`config.mk`:
```
export PLATFORM = sky130hd
export DESIGN_NAME = diagonal_zigzag_matrix_scan
export DESIGN_NICKNAME = d
export VERILOG_FILES = /design/src/hdl/dgzz_pkg.sv /design/src/hdl/dgzz_ram.sv /design/src/hdl/diagonal_zigzag_matrix_scan.sv
export SDC_FILE = /design/constraint.sdc
export NUM_CORES = 2
export LEC_CHECK = 0
export BUFFER_PORTS_ARGS = -buffer_cell sky130_fd_sc_hd__buf_2
export CAP_MARGIN = 20
export CORE_UTILIZATION = 50
export CTS_CLUSTER_DIAMETER = 120
export CTS_CLUSTER_SIZE = 20
export DETAILED_ROUTE_END_ITERATION = 10
export GPL_TIMING_DRIVEN = 1
export PLACE_DENSITY = 0.75
export SYNTH_ARGS = -nofsm -noshare
export SYNTH_HDL_FRONTEND = slang
export SYNTH_SLANG_ARGS = --single-unit
```
`constraint.sdc`:
```
create_clock -name clock -period 9.8 [get_ports clock]
set_input_delay 0.49 -clock clock [delete_from_list [all_inputs] [get_ports clock]]
set_output_delay 0.49 -clock clock [all_outputs]
set_load 0.03 [all_outputs]
```
`src/hdl/dgzz_pkg.sv`:
```
// Shared types and constants for the diagonal zigzag matrix scan.
`timescale 1ns / 1ps
`default_nettype none

package dgzz_pkg;

   localparam int VALUE_W = 32;   // element width
   localparam int DIM_W   = 4;    // row/column count and index width
   localparam int DIAG_W  = 5;    // anti-diagonal index width
   localparam int COUNT_W = 7;    // load count width
   localparam int TOTAL_W = 8;    // rows * cols width
   localparam int OUT_IDX_W = 3;  // row/column index width on the result channel
   localparam int CSR_IDX_W = 2;
   localparam int CSR_DAT_W = 4;
   localparam int RSP_DATA_W = 40;

   localparam logic [CSR_IDX_W-1:0] CSR_NUM_ROWS = 2'd0;
   localparam logic [CSR_IDX_W-1:0] CSR_NUM_COLS = 2'd1;

   localparam logic [DIM_W-1:0] DIM_RESET = 4'd8;

   typedef enum logic [1:0] {
      S_LOAD,
      S_FIX,
      S_SCAN
   } state_type;

endpackage

`default_nettype wire

```
`src/hdl/dgzz_ram.sv`:
```
// Generic simple dual-port RAM with registered read.
`timescale 1ns / 1ps
`default_nettype none

module dgzz_ram #(
   parameter int WIDTH = 32,
   parameter int DEPTH = 64
) (
   input  wire                                         clock,
   input  wire                                         wr_en,
   input  wire  [((DEPTH > 1) ? $clog2(DEPTH) : 1)-1:0] wr_addr,
   input  wire  [WIDTH-1:0]                            wr_data,
   input  wire                                         rd_en,
   input  wire  [((DEPTH > 1) ? $clog2(DEPTH) : 1)-1:0] rd_addr,
   output logic [WIDTH-1:0]                            rd_data
);

   logic [WIDTH-1:0] mem_ff [DEPTH];

   always_ff @(posedge clock) begin
      if (wr_en) begin
         mem_ff[wr_addr] <= wr_data;
      end
      if (rd_en) begin
         rd_data <= mem_ff[rd_addr];
      end
   end

endmodule

`default_nettype wire

```
`src/hdl/diagonal_zigzag_matrix_scan.sv`:
```
// Top level of the diagonal zigzag matrix scan: loader, sequencer and output register.
`timescale 1ns / 1ps
`default_nettype none

// Usage:
//   req_*  : one matrix element per transfer, in row-major order.
//   rsp_*  : every element of the matrix in zigzag anti-diagonal order, with its
//            row and column; rsp_tlast marks the final element of the run.
//   csr_*  : register writes (index 0 = rows, index 1 = columns, 4-bit values);
//            a count of zero acts as 1 and a count above the maximum saturates.
// Throughput: the transfer that completes the matrix starts the scan; each result
//   is read from the element RAM and then moved into the output register, and
//   one result leaves per cycle while rsp_tready stays high (one read port of
//   the element RAM sets that pace). req_tready drops for the scan, and no new
//   element is taken until the scan ends.
// After a register write outside the scan the load position is rebuilt by
//   repeated subtraction of the column count, with req_tready low.
// A stalled receiver holds the output register and freezes the RAM read; the
//   last result may still wait while new elements are taken.
// Reset (synchronous, active high) restores 8 x 8 and an empty load; the
// element RAM holds no reset value.

module diagonal_zigzag_matrix_scan #(
   parameter int MAX_ROWS = 8,
   parameter int MAX_COLS = 8
) (
   input  wire                                  clock,
   input  wire                                  reset,
   // req_tdata: [31:0] element_value
   input  wire                                  req_tvalid,
   output logic                                 req_tready,
   input  wire  [dgzz_pkg::VALUE_W-1:0]         req_tdata,
   // rsp_tdata: [31:0] out_value, [34:32] out_row, [37:35] out_col, [39:38] zero
   output logic                                 rsp_tvalid,
   input  wire                                  rsp_tready,
   output logic [dgzz_pkg::RSP_DATA_W-1:0]      rsp_tdata,
   output logic                                 rsp_tlast,
   input  wire                                  csr_valid,
   output logic                                 csr_ready,
   input  wire  [dgzz_pkg::CSR_IDX_W-1:0]       csr_index,
   input  wire  [dgzz_pkg::CSR_DAT_W-1:0]       csr_data
);

   localparam int DEPTH  = MAX_ROWS * MAX_COLS;
   localparam int ADDR_W = (DEPTH > 1) ? $clog2(DEPTH) : 1;
   // largest count the 4-bit registers can reach after saturation
   localparam int ROW_LIM = (MAX_ROWS > 15) ? 15 : MAX_ROWS;
   localparam int COL_LIM = (MAX_COLS > 15) ? 15 : MAX_COLS;

   localparam int DW = dgzz_pkg::DIM_W;
   localparam int GW = dgzz_pkg::DIAG_W;
   localparam int CW = dgzz_pkg::COUNT_W;
   localparam int TW = dgzz_pkg::TOTAL_W;
   localparam int OW = dgzz_pkg::OUT_IDX_W;
   localparam int VW = dgzz_pkg::VALUE_W;

   // configuration
   logic [DW-1:0] rows_ff, cols_ff;
   logic [DW-1:0] rows_c, cols_c;
   logic [TW-1:0] total;

   // sequencer
   dgzz_pkg::state_type state_ff, state_in;

   // load position
   logic [CW-1:0] count_ff, rem_ff;
   logic [DW-1:0] ld_row_ff, ld_col_ff;

   // scan generator
   logic [GW-1:0] sd_ff;
   logic [DW-1:0] sr_ff, slo_ff, shi_ff;
   logic          gen_act_ff;

   // RAM read in flight and output register
   logic          pend_ff;
   logic [OW-1:0] pend_row_ff, pend_col_ff;
   logic          pend_last_ff;
   logic          rsp_valid_ff;
   logic [VW-1:0] rsp_value_ff;
   logic [OW-1:0] rsp_row_ff, rsp_col_ff;
   logic          rsp_last_ff;

   logic          csr_acc, req_acc, wrap, load_done;
   logic [CW-1:0] pos;
   logic [DW-1:0] wr_r, wr_c;
   logic          fix_skip, fix_sub;
   logic          out_free, move, issue;
   logic [DW-1:0] sc;
   logic          end_diag, gen_last;
   logic [GW-1:0] last_d, nd;
   logic [DW-1:0] nlo, nhi;
   logic [VW-1:0] ram_rd_data;
   logic [ADDR_W-1:0] wr_addr, rd_addr;

   // clamp the configured size
   always_comb begin
      if (rows_ff == '0) begin
         rows_c = DW'(1);
      end else if (rows_ff > DW'(ROW_LIM)) begin
         rows_c = DW'(ROW_LIM);
      end else begin
         rows_c = rows_ff;
      end
      if (cols_ff == '0) begin
         cols_c = DW'(1);
      end else if (cols_ff > DW'(COL_LIM)) begin
         cols_c = DW'(COL_LIM);
      end else begin
         cols_c = cols_ff;
      end
      total = TW'(rows_c) * TW'(cols_c);
   end

   assign csr_ready = 1'b1;
   assign csr_acc   = csr_valid && csr_ready;
   assign req_acc   = req_tvalid && req_tready;

   // load position: restart when the count no longer fits the size
   assign wrap      = TW'(count_ff) >= total;
   assign pos       = wrap ? '0 : count_ff;
   assign wr_r      = wrap ? '0 : ld_row_ff;
   assign wr_c      = wrap ? '0 : ld_col_ff;
   assign load_done = (TW'(pos) + TW'(1)) == total;
   assign wr_addr   = ADDR_W'(int'(wr_r) * MAX_COLS + int'(wr_c));

   // position rebuild after a register write
   assign fix_skip = wrap;
   assign fix_sub  = rem_ff >= CW'(cols_c);

   // scan generator
   assign out_free = !rsp_valid_ff || rsp_tready;
   assign move     = pend_ff && out_free;
   assign issue    = gen_act_ff && (!pend_ff || move);
   assign sc       = DW'(sd_ff - GW'(sr_ff));
   assign end_diag = sd_ff[0] ? (sr_ff == shi_ff) : (sr_ff == slo_ff);
   assign last_d   = GW'(rows_c) + GW'(cols_c) - GW'(2);
   assign gen_last = end_diag && (sd_ff == last_d);
   assign nd       = sd_ff + GW'(1);
   assign nlo      = (nd >= GW'(cols_c)) ? DW'(nd - GW'(cols_c) + GW'(1)) : '0;
   assign nhi      = (nd < GW'(rows_c - DW'(1))) ? DW'(nd) : (rows_c - DW'(1));
   assign rd_addr  = ADDR_W'(int'(sr_ff) * MAX_COLS + int'(sc));

   dgzz_ram #(
      .WIDTH (VW),
      .DEPTH (DEPTH)
   ) u_store (
      .clock   (clock),
      .wr_en   (req_acc),
      .wr_addr (wr_addr),
      .wr_data (req_tdata),
      .rd_en   (issue),
      .rd_addr (rd_addr),
      .rd_data (ram_rd_data)
   );

   // next state
   always_comb begin
      state_in = state_ff;
      unique case (state_ff)
         dgzz_pkg::S_LOAD: begin
            if (csr_acc) begin
               state_in = dgzz_pkg::S_FIX;
            end else if (req_acc && load_done) begin
               state_in = dgzz_pkg::S_SCAN;
            end
         end
         dgzz_pkg::S_FIX: begin
            if (csr_acc) begin
               state_in = dgzz_pkg::S_FIX;
            end else if (fix_skip || !fix_sub) begin
               state_in = dgzz_pkg::S_LOAD;
            end
         end
         dgzz_pkg::S_SCAN: begin
            if (!gen_act_ff && !pend_ff) begin
               state_in = dgzz_pkg::S_LOAD;
            end
         end
         default: state_in = dgzz_pkg::S_LOAD;
      endcase
   end

   // state outputs; a register write takes the cycle ahead of any element
   always_comb begin
      req_tready = 1'b0;
      unique case (state_ff)
         dgzz_pkg::S_LOAD: req_tready = !csr_valid;
         dgzz_pkg::S_FIX:  req_tready = 1'b0;
         dgzz_pkg::S_SCAN: req_tready = 1'b0;
         default:          req_tready = 1'b0;
      endcase
   end

   assign rsp_tvalid = rsp_valid_ff;
   assign rsp_tdata  = {2'b00, rsp_col_ff, rsp_row_ff, rsp_value_ff};
   assign rsp_tlast  = rsp_last_ff;

   // control registers
   always_ff @(posedge clock) begin
      if (reset) begin
         state_ff     <= dgzz_pkg::S_LOAD;
         rows_ff      <= dgzz_pkg::DIM_RESET;
         cols_ff      <= dgzz_pkg::DIM_RESET;
         count_ff     <= '0;
         ld_row_ff    <= '0;
         ld_col_ff    <= '0;
         gen_act_ff   <= 1'b0;
         pend_ff      <= 1'b0;
         rsp_valid_ff <= 1'b0;
      end else begin
         state_ff <= state_in;

         if (csr_acc) begin
            unique case (csr_index)
               dgzz_pkg::CSR_NUM_ROWS: rows_ff <= csr_data;
               dgzz_pkg::CSR_NUM_COLS: cols_ff <= csr_data;
               default: ;
            endcase
         end

         // advance the load position
         if (req_acc) begin
            if (load_done) begin
               count_ff  <= '0;
               ld_row_ff <= '0;
               ld_col_ff <= '0;
            end else begin
               count_ff <= pos + CW'(1);
               if (wr_c + DW'(1) == cols_c) begin
                  ld_col_ff <= '0;
                  ld_row_ff <= wr_r + DW'(1);
               end else begin
                  ld_col_ff <= wr_c + DW'(1);
                  ld_row_ff <= wr_r;
               end
            end
         end else if (csr_acc && state_ff != dgzz_pkg::S_SCAN) begin
            ld_row_ff <= '0;
         end else if (state_ff == dgzz_pkg::S_FIX && !fix_skip) begin
            // rebuild row and column by subtracting the column count
            if (fix_sub) begin
               ld_row_ff <= ld_row_ff + DW'(1);
            end else begin
               ld_col_ff <= DW'(rem_ff);
            end
         end

         // generator activity
         if (req_acc && load_done) begin
            gen_act_ff <= 1'b1;
         end else if (issue && gen_last) begin
            gen_act_ff <= 1'b0;
         end

         if (issue) begin
            pend_ff <= 1'b1;
         end else if (move) begin
            pend_ff <= 1'b0;
         end

         if (move) begin
            rsp_valid_ff <= 1'b1;
         end else if (rsp_tready) begin
            rsp_valid_ff <= 1'b0;
         end
      end
   end

   // payload and datapath registers
   always_ff @(posedge clock) begin
      if (csr_acc && state_ff != dgzz_pkg::S_SCAN) begin
         rem_ff <= count_ff;
      end else if (state_ff == dgzz_pkg::S_FIX && fix_sub) begin
         rem_ff <= rem_ff - CW'(cols_c);
      end

      if (req_acc && load_done) begin
         sd_ff  <= '0;
         sr_ff  <= '0;
         slo_ff <= '0;
         shi_ff <= '0;
      end else if (issue && !gen_last) begin
         if (end_diag) begin
            sd_ff  <= nd;
            slo_ff <= nlo;
            shi_ff <= nhi;
            sr_ff  <= nd[0] ? nlo : nhi;
         end else begin
            sr_ff <= sd_ff[0] ? (sr_ff + DW'(1)) : (sr_ff - DW'(1));
         end
      end

      if (issue) begin
         pend_row_ff  <= OW'(sr_ff);
         pend_col_ff  <= OW'(sc);
         pend_last_ff <= gen_last;
      end

      if (move) begin
         rsp_value_ff <= ram_rd_data;
         rsp_row_ff   <= pend_row_ff;
         rsp_col_ff   <= pend_col_ff;
         rsp_last_ff  <= pend_last_ff;
      end
   end

endmodule

`default_nettype wire
```
==> results.md <==
* Pin count of the biggest net entering global routing at 136
* Initial cell density of the core at 0.5048
* Remaining routing DRC violations at 0
* Most frequent cells after synthesis: 2133 x sky130_fd_sc_hd__edfxtp_1, 670 x sky130_fd_sc_hd__mux4_2, 138 x sky130_fd_sc_hd__nor2_1, 113 x sky130_fd_sc_hd__clkbuf_1, 58 x sky130_fd_sc_hd__ha_1
* Per-cell routed wire length at approximately 33 µm
* Ranking of synthesized cells by area: sky130_fd_sc_hd__edfxtp_1 76%, sky130_fd_sc_hd__mux4_2 18%, sky130_fd_sc_hd__dfxtp_1 1.0%
* Gate Count Post-Synth at 3625
* Library cell with the highest instance count after synthesis: sky130_fd_sc_hd__edfxtp_1
* Rows at 150
* Crit path time final at ~8.0 ns
* Buffer type at the clock tree root: sky130_fd_sc_hd__clkbuf_16
* Top_reg_cell synth: sky130_fd_sc_hd__edfxtp_1
* Cell area after synthesis at 0.08461 mm²
* DPL Wire Length at 120.2 mm
* Global routing usage summed across all routing layers at 0.2346
* Setup Crit Path Kind: flop to flop
* Cells after DPL at 5794
* Total count of max-transition violations in the final report at 0
* Number of nets in the final layout at between 3000 and 4000
* Leftover overflow at the end of global routing at 0
* Final cell utilization of the core at 0.5476
* Fraction of synthesized cell area taken by the top area cell type at 0.7570
* Largest clock skew in the final design at about 0.076 ns
* Req. time, crit path at 10.17 ns
* Number of inserted filler cells in the final layout at 12040
* Data arrival, critical path at roughly 8.4 ns
* Hold Path Origin: csr_index[1]
* R2R Path Start: cols_ff[3]
* Multi-input gate area in the final layout at between 0.015 and 0.02 mm²
* Cell variety after synth at 64
* Post-synth ARST share at 0
* DIE WIDTH at 413.4 µm
* TritonCTS buffer count at ~120
* Proportion of synthesized chip area in sequential cells at 0.7674
* Port bufs at between 80 and 90
* Area inside the core boundary at about 0.17 mm²
* Fraction of layout instances using a drive strength above 1 at 0.2782
* Cell accounting for the most synthesized area: sky130_fd_sc_hd__edfxtp_1
* Number of detailed-routing iterations run before antenna repair at 6
* Peak Freq at approximately 130 MHz
* Global-route wire length before repair at ~280 mm
* Boundary pin count at a little under 90
* Placer's final routability congestion estimate at between 0.8 and 0.9
* Synthesis-stage register bit count at between 2000 and 2500
* Worst vdd rail ir drop at ~0.00024 V
* Max FO, Critical Path at 32
* Avg Synthesized Cell Area at 23.34 µm²
* # H-tree levels at 3
* Final period utilization at 0.8143
* Number of vias per cell after detailed routing at 6.463
* Relative max-transition margin at 0.2493
* Slew @ Worst Pin at roughly 1.1 ns
* Number of max-cap violations at 0
* Number of hold-slack violations in the final timing report at 0
* Status: finished, final reports clean
* Final setup viols at 0
* Die Footprint at about 0.17 mm²
* Worst-Skew Late Latency at about 0.8 ns
* TNS Setup at 0 ns
* CTS clk-pin slew, worst paths at 0.10 ns
* Pleak at ~0.028 µW
* Maximum root-to-sink buffer count at 3
* Total number of vias at slightly below 40000
* Unrepaired setup endpoints after global routing: no
* Iter 0 DRT Violations at between 6000 and 7000
* Die Y-Extent at 413.4 µm
* Total number of yosys warnings at 0
* Worst setup EP type: flop
* Layout Cells excl Fill at approximately 6000
* Type of the tightest min-delay check: primary input to flop
* Clock net sink count at between 2000 and 2500
* Number of buffers inserted to repair setup after CTS at 0
* Design Power at around 24000 µW
* DRT Wirelength at around 200 mm
* Number of antenna violations at the first check in global routing at 17
* Timing startpoint of the critical path: cols_ff[3]
* Vias in the first global route at 37690
* CTS tree: built
* Power density cells at 256.7 mW/mm²
* EDFF count, synth at 2133
* Register Area at 0.06493 mm²
* Area growth syn-to-layout at 8.468%
* DRT antenna net count at 0
* Element type at the critical path start: flop
where the power goes:
part,switching (µW),internal [µW]
registers,33.0,10300
clock network,2840,2240
logic,4670,3460
total,7550,16000
final timing paths:
check / endpoint / slack [ns] / cells past startpoint
setup / recovery: u_store.mem_ff[25][3] / 1.82 / 23
hold / removal: rows_ff[3] / 0.13 / 4
setup reg to reg: u_store.mem_ff[25][3] / 1.82 / 23
hold reg to reg: rsp_value_ff[16] / 0.42 / 0
stage by stage:
step | area [µm²] | hold WS, ns | setup WS (ns)
2_1_floorplan | 84620 | 0.4003 | 2.878
5_1_grt | 91760 | 0.1376 | 1.406
4_1_cts | 91510 | 0.06345 | 1.896
3_5_place_dp | 88220 | 0.4054 | 2.000
6_report | 91770 | 0.1277 | 1.820
3_3_place_gp | 88190 | 0.4012 | 2.063
per-layer routing:
layer | share of wire | global-route usage | up-vias
met4 | 0.026 | 0.06343 | 2
met1 | 0.40 | 0.3546 | 20760
met2 | 0.47 | 0.3530 | 2152
li1 | - | - | 15470
met3 | 0.11 | 0.04572 | 209
met5 | 0.000066 | 0 | -
registers in the layout, indices dropped and copies added (netlist names), 2 cells and up:
| register | cells |
|---|---|
| shi_ff | 4 |
| u_store.rd_data | 32 |
| state_ff | 2 |
| rsp_col_ff | 3 |
| rsp_row_ff | 3 |
| count_ff | 7 |
| sd_ff | 5 |
| pend_col_ff | 3 |
| rsp_value_ff | 32 |
| ld_col_ff | 4 |
| pend_row_ff | 3 |
| cols_ff | 4 |
| u_store.mem_ff | 2048 |
| slo_ff | 4 |
| sr_ff | 4 |
| rem_ff | 7 |
| rows_ff | 4 |
| ld_row_ff | 3 |
area by class of cell:
type | count | area share
Sequential cell | 2177 | 0.7075
Multi-Input combinational cell | 1226 | 0.2109
Clock buffer | 146 | 0.03378
Tap cell | 2204 | 0.03005
Timing Repair Buffer | 163 | 0.01434
Inverter | 40 | 0.001636
Clock inverter | 8 | 0.001581
Antenna cell | 7 | 0.0001909
cells by family after synthesis:
kind of cell    synth area share
simple gates             0.01686
buf+inv                  0.01071
fa+ha+maj                0.01047
mux                       0.1809
other cells           0.00008876
xor+xnor                0.005383
compound gates          0.008163
flops                     0.7674
worst max-delay path, cell delays in order (launching register included):
cell and delay [ns]:
sky130_fd_sc_hd__dfxtp_1 0.40, sky130_fd_sc_hd__inv_1 0.32, sky130_fd_sc_hd__nand2_1 0.25, sky130_fd_sc_hd__inv_1 0.19
sky130_fd_sc_hd__nand2_1 0.10, sky130_fd_sc_hd__fa_1 0.52, sky130_fd_sc_hd__inv_1 0.05, sky130_fd_sc_hd__fa_1 0.49
sky130_fd_sc_hd__ha_1 0.30, sky130_fd_sc_hd__a211oi_1 0.32, sky130_fd_sc_hd__nor2_1 0.11, sky130_fd_sc_hd__xor2_1 0.31
sky130_fd_sc_hd__inv_1 0.09, sky130_fd_sc_hd__ha_1 0.31, sky130_fd_sc_hd__nand4_1 0.11, sky130_fd_sc_hd__and3_1 0.20
sky130_fd_sc_hd__o21ai_2 0.12, sky130_fd_sc_hd__nand2b_1 0.25, sky130_fd_sc_hd__and2_1 0.31, sky130_fd_sc_hd__ha_1 0.21
sky130_fd_sc_hd__ha_1 0.23, sky130_fd_sc_hd__xor2_1 0.52, sky130_fd_sc_hd__nand3_1 0.73, sky130_fd_sc_hd__nor2_4 1.09
cell usage in the layout, fill, tap and decap left out, types with 8 or more instances in the layout:
master,netlist,routed
sky130_fd_sc_hd__nand2b_1,8,8
sky130_fd_sc_hd__buf_2,16,75
sky130_fd_sc_hd__buf_4,3,64
sky130_fd_sc_hd__nor3_1,17,17
sky130_fd_sc_hd__nand2_1,53,53
sky130_fd_sc_hd__xnor2_1,32,32
sky130_fd_sc_hd__and2_1,8,8
sky130_fd_sc_hd__edfxtp_1,2133,2133
sky130_fd_sc_hd__nor2_4,0,64
sky130_fd_sc_hd__mux4_2,670,670
sky130_fd_sc_hd__buf_12,0,15
sky130_fd_sc_hd__a21o_1,9,9
sky130_fd_sc_hd__inv_1,39,38
sky130_fd_sc_hd__o21ai_0,18,18
sky130_fd_sc_hd__xor2_1,20,18
sky130_fd_sc_hd__a211oi_1,10,10
sky130_fd_sc_hd__nor2_1,138,74
sky130_fd_sc_hd__clkbuf_16,0,120
sky130_fd_sc_hd__nor2b_1,11,10
sky130_fd_sc_hd__nand3_1,21,21
sky130_fd_sc_hd__a21oi_1,35,35
sky130_fd_sc_hd__ha_1,58,55
sky130_fd_sc_hd__dfxtp_1,44,44
sky130_fd_sc_hd__mux2i_1,16,16
sky130_fd_sc_hd__clkbuf_1,113,26
repair_timing:
action                                 4_1_cts  5_1_grt
gates resized for setup                      0        0
hold buffers                                 5        0
endpoints found under the hold margin        9        0
No activity file was read; power rests on OpenSTA's default activity.
